<file path="src/design/qte_pkg.sv">
// Shared constants, types and helpers for the quaternion to Euler converter.
// Depends on nothing; every other design file imports it.
`default_nettype none
package qte_pkg;

  localparam int QW           = 16;  // input component width, Q1.15
  localparam int OPW          = 34;  // signed arctangent operand width
  localparam int NW           = 40;  // normalized magnitude width
  localparam int CW           = 43;  // CORDIC x/y width
  localparam int ZW           = 27;  // angle accumulator width, Q24
  localparam int PW           = 28;  // pitch angle width before rounding
  localparam int CORDIC_STEPS = 24;
  localparam int SQRT_STEPS   = 27;
  localparam int RADW         = 54;  // radicand width, Q30 shifted left by 20
  localparam int SQW          = 27;  // square root result width
  localparam int NORM_PASSES  = 6;   // shift passes of 32,16,8,4,2,1

  localparam logic signed [ZW-1:0] PI_Q24       = 27'sd52707179;
  localparam logic signed [ZW-1:0] HALF_PI_Q24  = 27'sd26353589;
  localparam logic signed [PW-1:0] CODE_HALF_PI = 28'sd26353568;

  // atan(2^-i) in Q24, rounded to nearest
  localparam logic [23:0] ATAN_TAB [CORDIC_STEPS] = '{
    24'd13176795, 24'd7778716, 24'd4110060, 24'd2086331, 24'd1047214, 24'd524117,
    24'd262123, 24'd131069, 24'd65536, 24'd32768, 24'd16384, 24'd8192,
    24'd4096, 24'd2048, 24'd1024, 24'd512, 24'd256, 24'd128,
    24'd64, 24'd32, 24'd16, 24'd8, 24'd4, 24'd2
  };

  typedef struct packed {
    logic zero_x;
    logic zero_y;
    logic neg_x;
    logic neg_y;
  } atan_flags_t;

  // Q24 to Q13, rounding half away from zero
  function automatic logic signed [15:0] round_q13(input logic signed [PW-1:0] v);
    logic [PW-1:0] m;
    logic [PW-1:0] s;
    m = v[PW-1] ? PW'(-v) : PW'(v);
    s = (m + PW'(1024)) >> 11;
    round_q13 = v[PW-1] ? -signed'(s[15:0]) : signed'(s[15:0]);
  endfunction

endpackage
`default_nettype wire

</file>
<file path="src/design/qte_sqrt_cell.sv">
// One bit of a pipelined restoring integer square root.
// Depends on qte_pkg.
`default_nettype none
module qte_sqrt_cell #(
  parameter int K = 0
) (
  input  wire logic                     clk,
  input  wire logic                     en,
  input  wire logic [qte_pkg::RADW-1:0] n_in,
  input  wire logic [qte_pkg::RADW-1:0] res_in,
  output logic      [qte_pkg::RADW-1:0] n_out,
  output logic      [qte_pkg::RADW-1:0] res_out
);
  import qte_pkg::*;

  localparam logic [RADW-1:0] BIT = RADW'(1) << (2 * K);

  logic [RADW-1:0] trial;
  assign trial = res_in + BIT;

  always_ff @(posedge clk) begin
    if (en) begin
      if (n_in >= trial) begin
        n_out   <= n_in - trial;
        res_out <= (res_in >> 1) + BIT;
      end else begin
        n_out   <= n_in;
        res_out <= res_in >> 1;
      end
    end
  end
endmodule
`default_nettype wire

</file>
<file path="config.mk">
export PLATFORM = sky130hd
export DESIGN_NAME = qte_sqrt_cell
export DESIGN_NICKNAME = d
export VERILOG_FILES = /design/src/design/qte_pkg.sv /design/src/design/qte_sqrt_cell.sv
export SDC_FILE = /design/constraint.sdc
export NUM_CORES = 1
export LEC_CHECK = 0
export BUFFER_PORTS_ARGS = -buffer_cell sky130_fd_sc_hd__buf_2
export CAP_MARGIN = 5
export CORE_ASPECT_RATIO = 1.2
export CORE_MARGIN = 1
export CORE_UTILIZATION = 25
export DETAILED_ROUTE_END_ITERATION = 6
export HOLD_SLACK_MARGIN = 0.03
export PLACE_DENSITY = 0.53
export RECOVER_POWER = 25
export SYNTH_ARGS = -nofsm -noshare
export SYNTH_HDL_FRONTEND = slang
export SYNTH_SLANG_ARGS = --single-unit
</file>
<file path="constraint.sdc">
create_clock -name clk -period 9.16 [get_ports clk]
set_clock_uncertainty 0.1 [all_clocks]
set_input_delay 0 -clock clk [delete_from_list [all_inputs] [get_ports clk]]
set_output_delay 0 -clock clk [all_outputs]
set_load 0.005 [all_outputs]
</file>
# Word-level counts from Yosys, hierarchy flattened
# Index checks and enable logic that the tools add are counted.
# totals
register_bits,108
input_bits,110
out_inout_bits,108
word_cells,9
# op_classes
magnitude_cmp,1
addsub,3
n_mux,2
# op_table
op,count
$add 53x1->54 const B,1
$add 54x1->54 const B,1
$ge 54x54->1,1
$mux 54,1
$sub 54x54->54,1
$mux 53,1

# Depth between registers and ports, before layout
# Gate-level depths: netlist of run 1.
# depth
word_depth,3
ltp_mapped,22
ltp_nobuf,21

# Least setup slack after synthesis of run 1
# OpenSTA, ideal clock, no wires.
# synth_path
path_type,input-to-reg
start,in res_in[20] (netlist bit)
end,reg n_out[10] (netlist bit) (data pin)
t_required_ns,8.800
path_slack_ns,4.633
path_buffers,3
cell_stages,19
arrival_time_ns,4.167
setup_ns,0.260
path_cell_list,clkbuf_2 > nand4_1 > or3_1 > clkbuf_1 > or4_1 > nor3_1 > and2_1 > nand4_1 > or2_1 > xor2_1 > ha_1 > nand2_1 > nor2_1 > and2_1 > a31oi_1 > a2111o_1 > o211ai_2 > buf_2 > mux2_2
# synth_via
elab_chain_cells,3
# synth_lines
item,line_no,rtl
from (decl),qte_sqrt_cell.sv:10,"input wire logic [qte_pkg::RADW-1:0] res_in,"
$add 54x1->54,qte_sqrt_cell.sv:19,assign trial = res_in + BIT;
$ge 54x54->1,qte_sqrt_cell.sv:23,if (n_in >= trial) begin
$mux 54,qte_sqrt_cell.sv:23,
to (signal assigned),qte_sqrt_cell.sv:24,n_out <= n_in - trial;
to (signal assigned),qte_sqrt_cell.sv:27,n_out <= n_in;
to (decl),qte_sqrt_cell.sv:11,"output logic [qte_pkg::RADW-1:0] n_out,"
# No other way between the ends.
# A chain may end at the register's enable or synchronous reset.

# Worst setup path in the final report of run 1
# layout_path
start,in res_in[2] (netlist bit)
end,reg res_out[11] (netlist bit) (data pin)
# layout_via
elab_chain_cells,3
elab_cells_between_ends,4
classes_between,add/sub (2); order compare (1); mux (1)
# layout_lines
item,line_no,rtl
$add 54x1->54,qte_sqrt_cell.sv:19,
$ge 54x54->1,qte_sqrt_cell.sv:23,
$mux 53 (*),qte_sqrt_cell.sv:23,
to (signal assigned),qte_sqrt_cell.sv:25,res_out <= (res_in >> 1) + BIT;
to (signal assigned),qte_sqrt_cell.sv:28,res_out <= res_in >> 1;
to (decl),qte_sqrt_cell.sv:12,output logic [qte_pkg::RADW-1:0] res_out
# Mark *: on every way between the ends. The rest lies on a longest branch, timed or not.

==> flow_results.org, run 1 <==
** Synthesis
- Sorting the synthesized cells by area gives the leading types as sky130_fd_sc_hd__edfxtp_1, sky130_fd_sc_hd__xnor2_1, sky130_fd_sc_hd__ha_1.
- Number of library cell types mapped by synthesis :: 61
- Cell area after synthesis :: 0.00898 mm²
- Mux share of post-synthesis cell area :: 0.0162
- Biggest area consumer among synthesized cells :: sky130_fd_sc_hd__edfxtp_1
- The cell count after synthesis came out at 1004.
- Fraction of the mapped netlist area in simple logic gates :: 0.201
- Portion of the post-synthesis area used by sequential elements :: 0.361
- Counting flops and latches in the post-synthesis netlist gives 108.
- EDFF count, synth :: 108
- The compound-cell area share of the yosys netlist came to 0.157.
- Of the total synthesized cell area, the portion taken by XOR and XNOR cells is 0.151.
- Of the total synthesized cell area, the portion taken by full adders, half adders and majority gates is 0.0803.
- YS warnings :: 0
- Combinational family with the most area after synthesis :: simple AND/OR/NAND/NOR gates
- Post-synth top cells :: sky130_fd_sc_hd__edfxtp_1, sky130_fd_sc_hd__a21oi_1, sky130_fd_sc_hd__nor2_1
- Share of flip-flops with an asynchronous set or reset after synthesis :: 0
- Post-synthesis net count :: 1171
- Area share of the leading cell type in the synthesized netlist :: 0.361
- Synthesized area per cell :: 8.94 µm²
- In the synthesized netlist the dominant register cell turns out to be sky130_fd_sc_hd__edfxtp_1.
- Most numerous cell in the Yosys netlist :: sky130_fd_sc_hd__edfxtp_1

** Global route
- The first global-routing pass estimated 50200 µm of wire.
- The total overflow left after global routing is 0.
- Number of global-route vias before repair :: 8562
- GRT Util Overall :: 0.183
- The number of antenna violations at the first check in global routing was 0.
- Largest net degree at the start of global routing :: 74

** Routing
- Total vias in the final route :: 8635
- In this run, the number of DRC markers left after iteration 0 of detailed routing was 536.
- The count of nets left with antenna violations once routing finished came out at 0.
- Drc violations :: 0
- In the final routed layout, each cell accounts on average for 19.2 µm.
- Sum of routed wire length over all layers :: 33800 µm
- For this run, the detailed router's first-pass iteration total came to 5.
- Detailed-route vias per instance :: 4.91

** Finish
- Net total in the final layout :: 1460
- Synth-to-Final Area Change :: 31.5%
- Inserted Diodes :: 0
- Of the cells placed in the final design, the portion with a size suffix greater than 1 is 0.191.
- Final non-filler cell total :: 1760
- After filler insertion, the fill cell instance count of the layout stands at 3720.
- Measured on the finished design, the core utilization comes to 0.335.

** Run status
- The final reports fail on max-capacitance violations, max-slew violations.
- The run finished, with violations left.

** Timing
- Endpoints failing setup :: 0
- Static timing analysis puts the maximum clock frequency at 153 MHz.
- The smallest clock period supported by the final layout is computed as 6520 ps.
- Headroom to the max-slew limit came out at -0.528.
- RSZ-0062 raised after global routing :: no
- Final max-slew violation count :: 37
- Fraction of the cycle the final worst path needs :: 0.711
- Fin Setup TNS :: 0 ps
- For the pin with the worst max-slew slack, the measured transition is 2290 ps.
- Worst Hold Margin :: 304 ps
- The hold violation total from the final report is 0.

** Floorplanning
- DIE AREA :: 0.0367 mm²
- Die Wd :: 175 µm
- IO Count :: 218
- Core region area :: 0.0352 mm²
- The initialized floorplan defines 75 standard-cell rows.
- Measured along the y axis, the die boundary spans 210 µm.
- For this configuration, the core starts out at a cell density of 0.255.

** Placement
- Placed wire-length estimate :: 27000 µm
- Input and output buffers added on the ports amount to 217.
- Final weighted congestion in routability-driven placement :: 0.912
- Number of placed instances with taps included :: 1635

** Power and ir drop
- Share of power burned in the clock network :: 0.256
- Design internal power :: 1020 µW
- Of the total power, the share spent switching nets is 0.336.
- Of the total power, combinational logic draws 0.332.
- Sequential share of power :: 0.412
- Power spent charging and discharging nets :: 519 µW
- Worst vdd ir :: 0.0844 mV
- Pleak :: 0.00462 µW
- Power spread over the standard cell area amounts to 131 mW/mm².

** Clock tree
- TritonCTS created 9 clock buffers.
- Post-CTS Setup Inserts :: 0
- The cell sitting at the root of the clock tree is a sky130_fd_sc_hd__clkbuf_16.
- In this run the number of H-tree levels came out at 3.
- Clock tree buffer depth :: 2
- Buffers inserted to repair hold after CTS numbered 109.
- Post-CTS sizing :: 0
- Clock tree from TritonCTS :: yes
- Clk slew on worst S/H paths :: 90 ps
- The clock net in this run drives a total of 108 sinks.

** Setup path
- The critical path in this run is classified as in -> reg.
- Crit-path leading delay family :: simple AND/OR/NAND/NOR gates
- Highest fanout seen on the critical path :: 41
- Cell breakdown of the critical path :: dlygate4sd3_1 -> buf_2 -> ha_1 -> and3_1 -> and3_1 -> and3_1 -> and3_1 -> nand2_1 -> xor2_1 -> ha_1 -> nand3_1 -> nor2_1 -> nand3b_1 -> a2111oi_2 -> o2111ai_1 -> a2111o_1 -> o211ai_4 -> buf_4 -> nand2b_1 -> nor2_1 -> xor2_1 -> dlygate4sd3_1
- Crit path largest cell delay :: 560 ps
- Cell with the largest stage delay on the worst path :: sky130_fd_sc_hd__a2111o_1
- The cell that appears most often on the critical path is sky130_fd_sc_hd__and3_1.
- The critical path contains buffers and inverters numbering 4 combined.
- STA classifies the critical path startpoint as an input pin.
- STA classifies the critical path endpoint as a flip-flop.
- At the worst endpoint, the required time is 9190 ps.
- Endpoint arrival time on the critical path :: 6550 ps

** Hold path
- The worst hold path belongs to the class in -> reg.

** Run
- Max Cap Violations :: 1
-- metrics by stage --
| step | setup WS, ps | power [µW] | cell area [µm²] |
|---|---|---|---|
| after global placement | 2950 | 1130 | 10500 |
| after CTS | 2640 | 1560 | 11800 |
| after global routing | 2250 | 1620 | 11800 |
| after detailed placement | 2920 | 1120 | 10500 |
| final | 2640 | 1540 | 11800 |
| after floorplan | 4630 | 929 | 8980 |
-- power groups by stage --
stage	logic (µW)	clock network [µW]	registers (µW)
finish	512	396	636
global route	564	417	641
CTS	517	404	637
detailed placement	475	0	647
global placement	478	0	648
floorplan	282	0	648
-- cell families (layout without fill, tap and decap cells) --
group                      after synthesis  after routing
DFF                                    108            108
buffers and inverters                   74            368
and+or+nand+nor                        370            370
muxes                                   13             13
xor gates and xnor gates               155            155
AOI/OAI and AO/OA                      227            227
adders and majority gates               57             57
-- flip-flops by register name, summed over array words and instances, names as in the netlist --
| signal | count |
|---|---|
| res_out | 54 |
| n_out | 54 |
-- metal layers --
| layer | vias up | GRT usage | part of all wire |
|---|---|---|---|
| met4 | 0 | 0.0783 | 0.032 |
| met2 | 317 | 0.319 | 0.50 |
| met3 | 52 | 0.0234 | 0.047 |
| li1 | 4229 | - | - |
| met5 | - | 0 | 0 |
| met1 | 4037 | 0.225 | 0.43 |
-- layout make-up --
type	instances	area [µm²]	share of cell area
inverter	22	82.6	0.00700
tap	462	578	0.0490
clock inverter	7	50.0	0.00424
multi-input combinational	822	5440	0.461
timing repair buffer	330	2180	0.185
sequential	108	3240	0.275
clock buffer	9	225	0.0191
-- layout by cell type, fill, tap and decap left out, types with 14 or more instances in the layout --
master                          netlist  final
sky130_fd_sc_hd__buf_2               14    197
sky130_fd_sc_hd__dlygate4sd3_1        0    109
sky130_fd_sc_hd__edfxtp_1           108    108
sky130_fd_sc_hd__a21oi_1            107    107
sky130_fd_sc_hd__nor2_1             105    105
sky130_fd_sc_hd__nand2_1             87     87
sky130_fd_sc_hd__xnor2_1             84     84
sky130_fd_sc_hd__xor2_1              71     71
sky130_fd_sc_hd__ha_1                56     56
sky130_fd_sc_hd__nand4_1             40     40
sky130_fd_sc_hd__nand3_1             37     37
sky130_fd_sc_hd__a21o_1              34     34
sky130_fd_sc_hd__o21ai_0             30     30
sky130_fd_sc_hd__nor3_1              27     27
sky130_fd_sc_hd__inv_1               22     22
sky130_fd_sc_hd__clkbuf_1            34     20
sky130_fd_sc_hd__and3_1              14     14
-- path summary, 6_finish.rpt --
| kind | cells past startpoint | slack, ps | to | start |
|---|---|---|---|---|
| max | 22 | 2640 | res_out[11] | res_in[2] |
| min | 4 | 300 | n_out[0] | res_in[0] |
(Power assumes the default switching activity.)
==> run 2: changes to the inputs <==
- ABC_AREA: unset -> 1
- PLACE_DENSITY: 0.53 -> 0.52
- clock period: 9.16 -> 6.6 ns (I/O delays scaled with it)
==> run 2 against run 1 <==
Net effect: the run still ends with max-capacitance violations, max-slew violations left; worst setup slack got worse by 1500 ps; synthesized cell count grew 91%; sequential share of layout area fell by 6.1 points; hold slack worse by 270 ps; clock-buffer cell count up 1; power rose by 57%; sequential power up 43%; final cell count grew 63%; critical path type unchanged.
==> flow_results.org, run 2 <==
** Routing
- Detail Route Antenna Nets :: 0 (unchanged)
- First drt pass iteration count :: 5 (unchanged)
- Wire length per cell after detailed routing :: 19.7 µm (+2.6%)
- The detailed-route via count is 12900 (+49%).
- DR iter-0 viols :: 824 (+54%)
- Sum of routed wire length over all layers :: 56300 µm (+67%)
- The final routed DRC violation total was 0 (unchanged).
- The detail-routed via count per cell is 4.50 (-8.3%).

** Synthesis
- The cell count after synthesis is 1920 (+91%).
- EDFF count, synth :: 108 (unchanged)
- The number of register bits inferred by synthesis came to 108 (unchanged).
- Dominant cells by area after synthesis :: sky130_fd_sc_hd__edfxtp_1, sky130_fd_sc_hd__nand2_1, sky130_fd_sc_hd__inv_1
- The commonest cells after synthesis are sky130_fd_sc_hd__nand2_1, sky130_fd_sc_hd__inv_1, sky130_fd_sc_hd__nor2_1.
- The mean instance size in the synthesized netlist came to 6.30 µm² (-30%).
- Share of flip-flops with an asynchronous set or reset after synthesis :: 0 (unchanged)
- The number of synthesis warnings is 0 (unchanged).
- Cell area after synthesis :: 0.0121 mm² (+35%)
- The count of cell types in the netlist came to 34 (-44%).
- Primary FF master, synth :: sky130_fd_sc_hd__edfxtp_1
- sky130_fd_sc_hd__edfxtp_1 takes more of the synthesized area than any other cell.
- The share of Yosys cell area claimed by the top area cell type is 0.268 (-0.0933).
- By instance count, the leading cell after synthesis is sky130_fd_sc_hd__nand2_1.
- The share of the yosys chip area belonging to registers came to 0.268 (-0.0933).
- Post-synthesis net count :: 2087 (+78%)

** Floorplanning
- The floorplan row count was 87 (+16%).
- The full die area was 0.0493 mm² (+34%).
- Y dimension of the die :: 243 µm (+16%)
- Core region area :: 0.0474 mm² (+35%)
- IO Count :: 218 (unchanged)
- The initial cell density of the core is 0.256 (+0.000440).
- Die Wd :: 203 µm (+16%)

** Timing
- Fin worst setup slack :: 1180 ps (-1470 ps)
- Post-layout min period :: 5420 ps
- Slew at the pin closest to its max-slew limit :: 2950 ps (+660 ps)
- For this run, the top clock speed supported by timing is 184 MHz.
- The total negative slack for setup checks is 0 ps (unchanged).
- Final max-slew violation count :: 43 (+16%)
- The number of setup violations in the final report came to 0 (unchanged).
- Fraction of the cycle the final worst path needs :: 0.822
- Max-slew headroom at the worst pin :: -0.968 (-0.440)
- RSZ-0062 raised after global routing :: no
- Number of hold violations in the final report :: 0 (unchanged)

** Global route
- Largest net degree at the start of global routing :: 68 (-8.1%)
- GRT Util Overall :: 0.228 (+0.0450)
- Remaining Overflow, GRT :: 0 (unchanged)
- The first-pass GRT wire length is 81200 µm (+62%).
- Antenna violations before repair :: 0 (unchanged)
- Number of global-route vias before repair :: 12900 (+51%)

** Setup path
- Number of buffer and inverter instances along the worst setup path :: 7 (+3)
- The cell that appears most often on the critical path is sky130_fd_sc_hd__nand2_1.
- The maximum fanout encountered on the critical timing path came to 41 (unchanged).
- Crit path largest cell delay :: 530 ps (-30 ps)
- Worst Setup End Kind :: flip-flop
- Critical path class :: in -> reg
- The data required time of the worst path came to 6670 ps (-2520 ps).
- The largest individual stage delay along the critical path comes from the cell sky130_fd_sc_hd__dlygate4sd3_1.
- Walking the worst path, the cells encountered are dlygate4sd3_1 -> buf_2 -> nand2_1 -> nor2_1 -> nand2_2 -> nor2_2 -> nand3_1 -> nor2_1 -> nand2_1 -> inv_2 -> nand2_1 -> xor2_1 -> ha_1 -> nand2_1 -> nor2_1 -> inv_1 -> nor2_1 -> nand2_1 -> inv_1 -> nand3_1 -> buf_4 -> nand3_4 -> buf_12 -> o21ai_1.
- Endpoint arrival time on the critical path :: 5490 ps (-1060 ps)
- Crit-path leading delay family :: simple AND/OR/NAND/NOR gates
- Kind of start point of the critical path :: input pin

** Placement
- The port buffer count came to 217 (unchanged).
- Post-place setup slack :: 1430 ps (-1490 ps)
- The final estimated routing congestion in global placement came to 1.01 (+11%).
- The cell total after placement was 2742 (+68%).
- Placed wire-length estimate :: 47900 µm (+78%)
- Area post-placement :: 0.0139 mm² (+33%)

** Clock tree
- The clock slew seen by the registers of the worst setup and hold paths is 80 ps (about the same).
- The number of clock sinks is 108 (unchanged).
- CTS placed an instance of sky130_fd_sc_hd__clkbuf_16 at the clock tree root.
- TritonCTS built the clock tree.
- The number of cells upsized or downsized after cts came to 0 (unchanged).
- Number of clock buffers inserted by TritonCTS :: 9 (unchanged)
- H-tree Lvls :: 3 (unchanged)
- Post-CTS Setup Inserts :: 0 (unchanged)
- The number of buffers on the longest clock path came to 2 (unchanged).

** Power and ir drop
- The peak supply drop came to 0.119 mV (+41%).
- Pleak :: 0.00761 µW (+65%)
- The power per cell area came to 160 mW/mm² (+23%).

** Finish
- Most common library cell in the layout ignoring fill and taps :: sky130_fd_sc_hd__nand2_1
- Net total in the final layout :: 2400 (+64%)
- Final core utilization :: 0.320 (-0.0156)
- Biggest registers after layout :: n_out x54, res_out x54
- Share of final-layout standard cells stronger than drive strength 1 :: 0.139 (-0.0525)
- Relative to the synthesized area, the layout overhead comes to 25.2%.
- Most frequent cells in the layout :: sky130_fd_sc_hd__nand2_1, sky130_fd_sc_hd__inv_1, sky130_fd_sc_hd__buf_2
- Final Instance Area :: 0.0151 mm² (+28%)
- The post-layout instance count excluding filler cells is 2862 (+63%).

** Run status
- The checks that failed: max-capacitance violations, max-slew violations.
- The flow ran to the end, but the final reports show violations.

** Run
- The max-capacitance violation count came to 1 (unchanged).

** Hold path
- Tightest Hold Check Type :: in -> reg
run 2: cell count changes after synthesis, sizes merged, moves of 63 or more:
| cell | delta |
|---|---|
| a21oi | -75 |
| xnor2 | -81 |
| nand3 | +63 |
| nand2 | +615 |
| inv | +362 |
| nor2 | +73 |
run 2: timing repair:
item,CTS,global route
endpoints found under the hold margin,104,0
hold buffers,103,0
endpoints found under the setup margin,0,0
run 2: per-layer routing:
metal  track usage  up-vias  part of all wire
met4        0.0871        0             0.037
li1              -     6574                 -
met2         0.423      322              0.51
met5             0        -                 0
met1         0.267     5906              0.42
met3        0.0205       73             0.031
run 2: final cells by class:
cell class / count / area [µm²]
fill: 5289 / 32200
multi-input combinational: 1397 / 7180
sequential: 108 / 3240
timing repair buffer: 333 / 2240
inverter: 384 / 1440
tap: 623 / 779
clock buffer: 10 / 229
clock inverter: 6 / 31.3
antenna: 1 / 2.50
run 2: cells by family after synthesis:
family	synth area share
xor+xnor	0.0934
flops	0.268
compound gates	0.0595
fa+ha+maj	0.0596
simple gates	0.380
buf+inv	0.140
run 2: metrics by stage:
stage	hold WS, ps	power [µW]
detailed placement	264	1860
global placement	262	1860
CTS	45.0	2460
floorplan	12.5	1470
global route	66.0	2580
finish	32.3	2430
run 2: path summary, 6_finish.rpt:
check      start    endpoint  slack, ps  cells after the start
min    res_in[9]  res_out[8]         30                      3
max    res_in[4]   n_out[23]       1180                     24
run 2: report_power, final:
group	internal (µW)	switching [µW]	leakage [µW]	total (µW)
Sequential	876	32.5	0.00105	909
Clock	253	292	0.000131	545
Combinational	350	624	0.00642	973
Total	1480	948	0.00761	2430
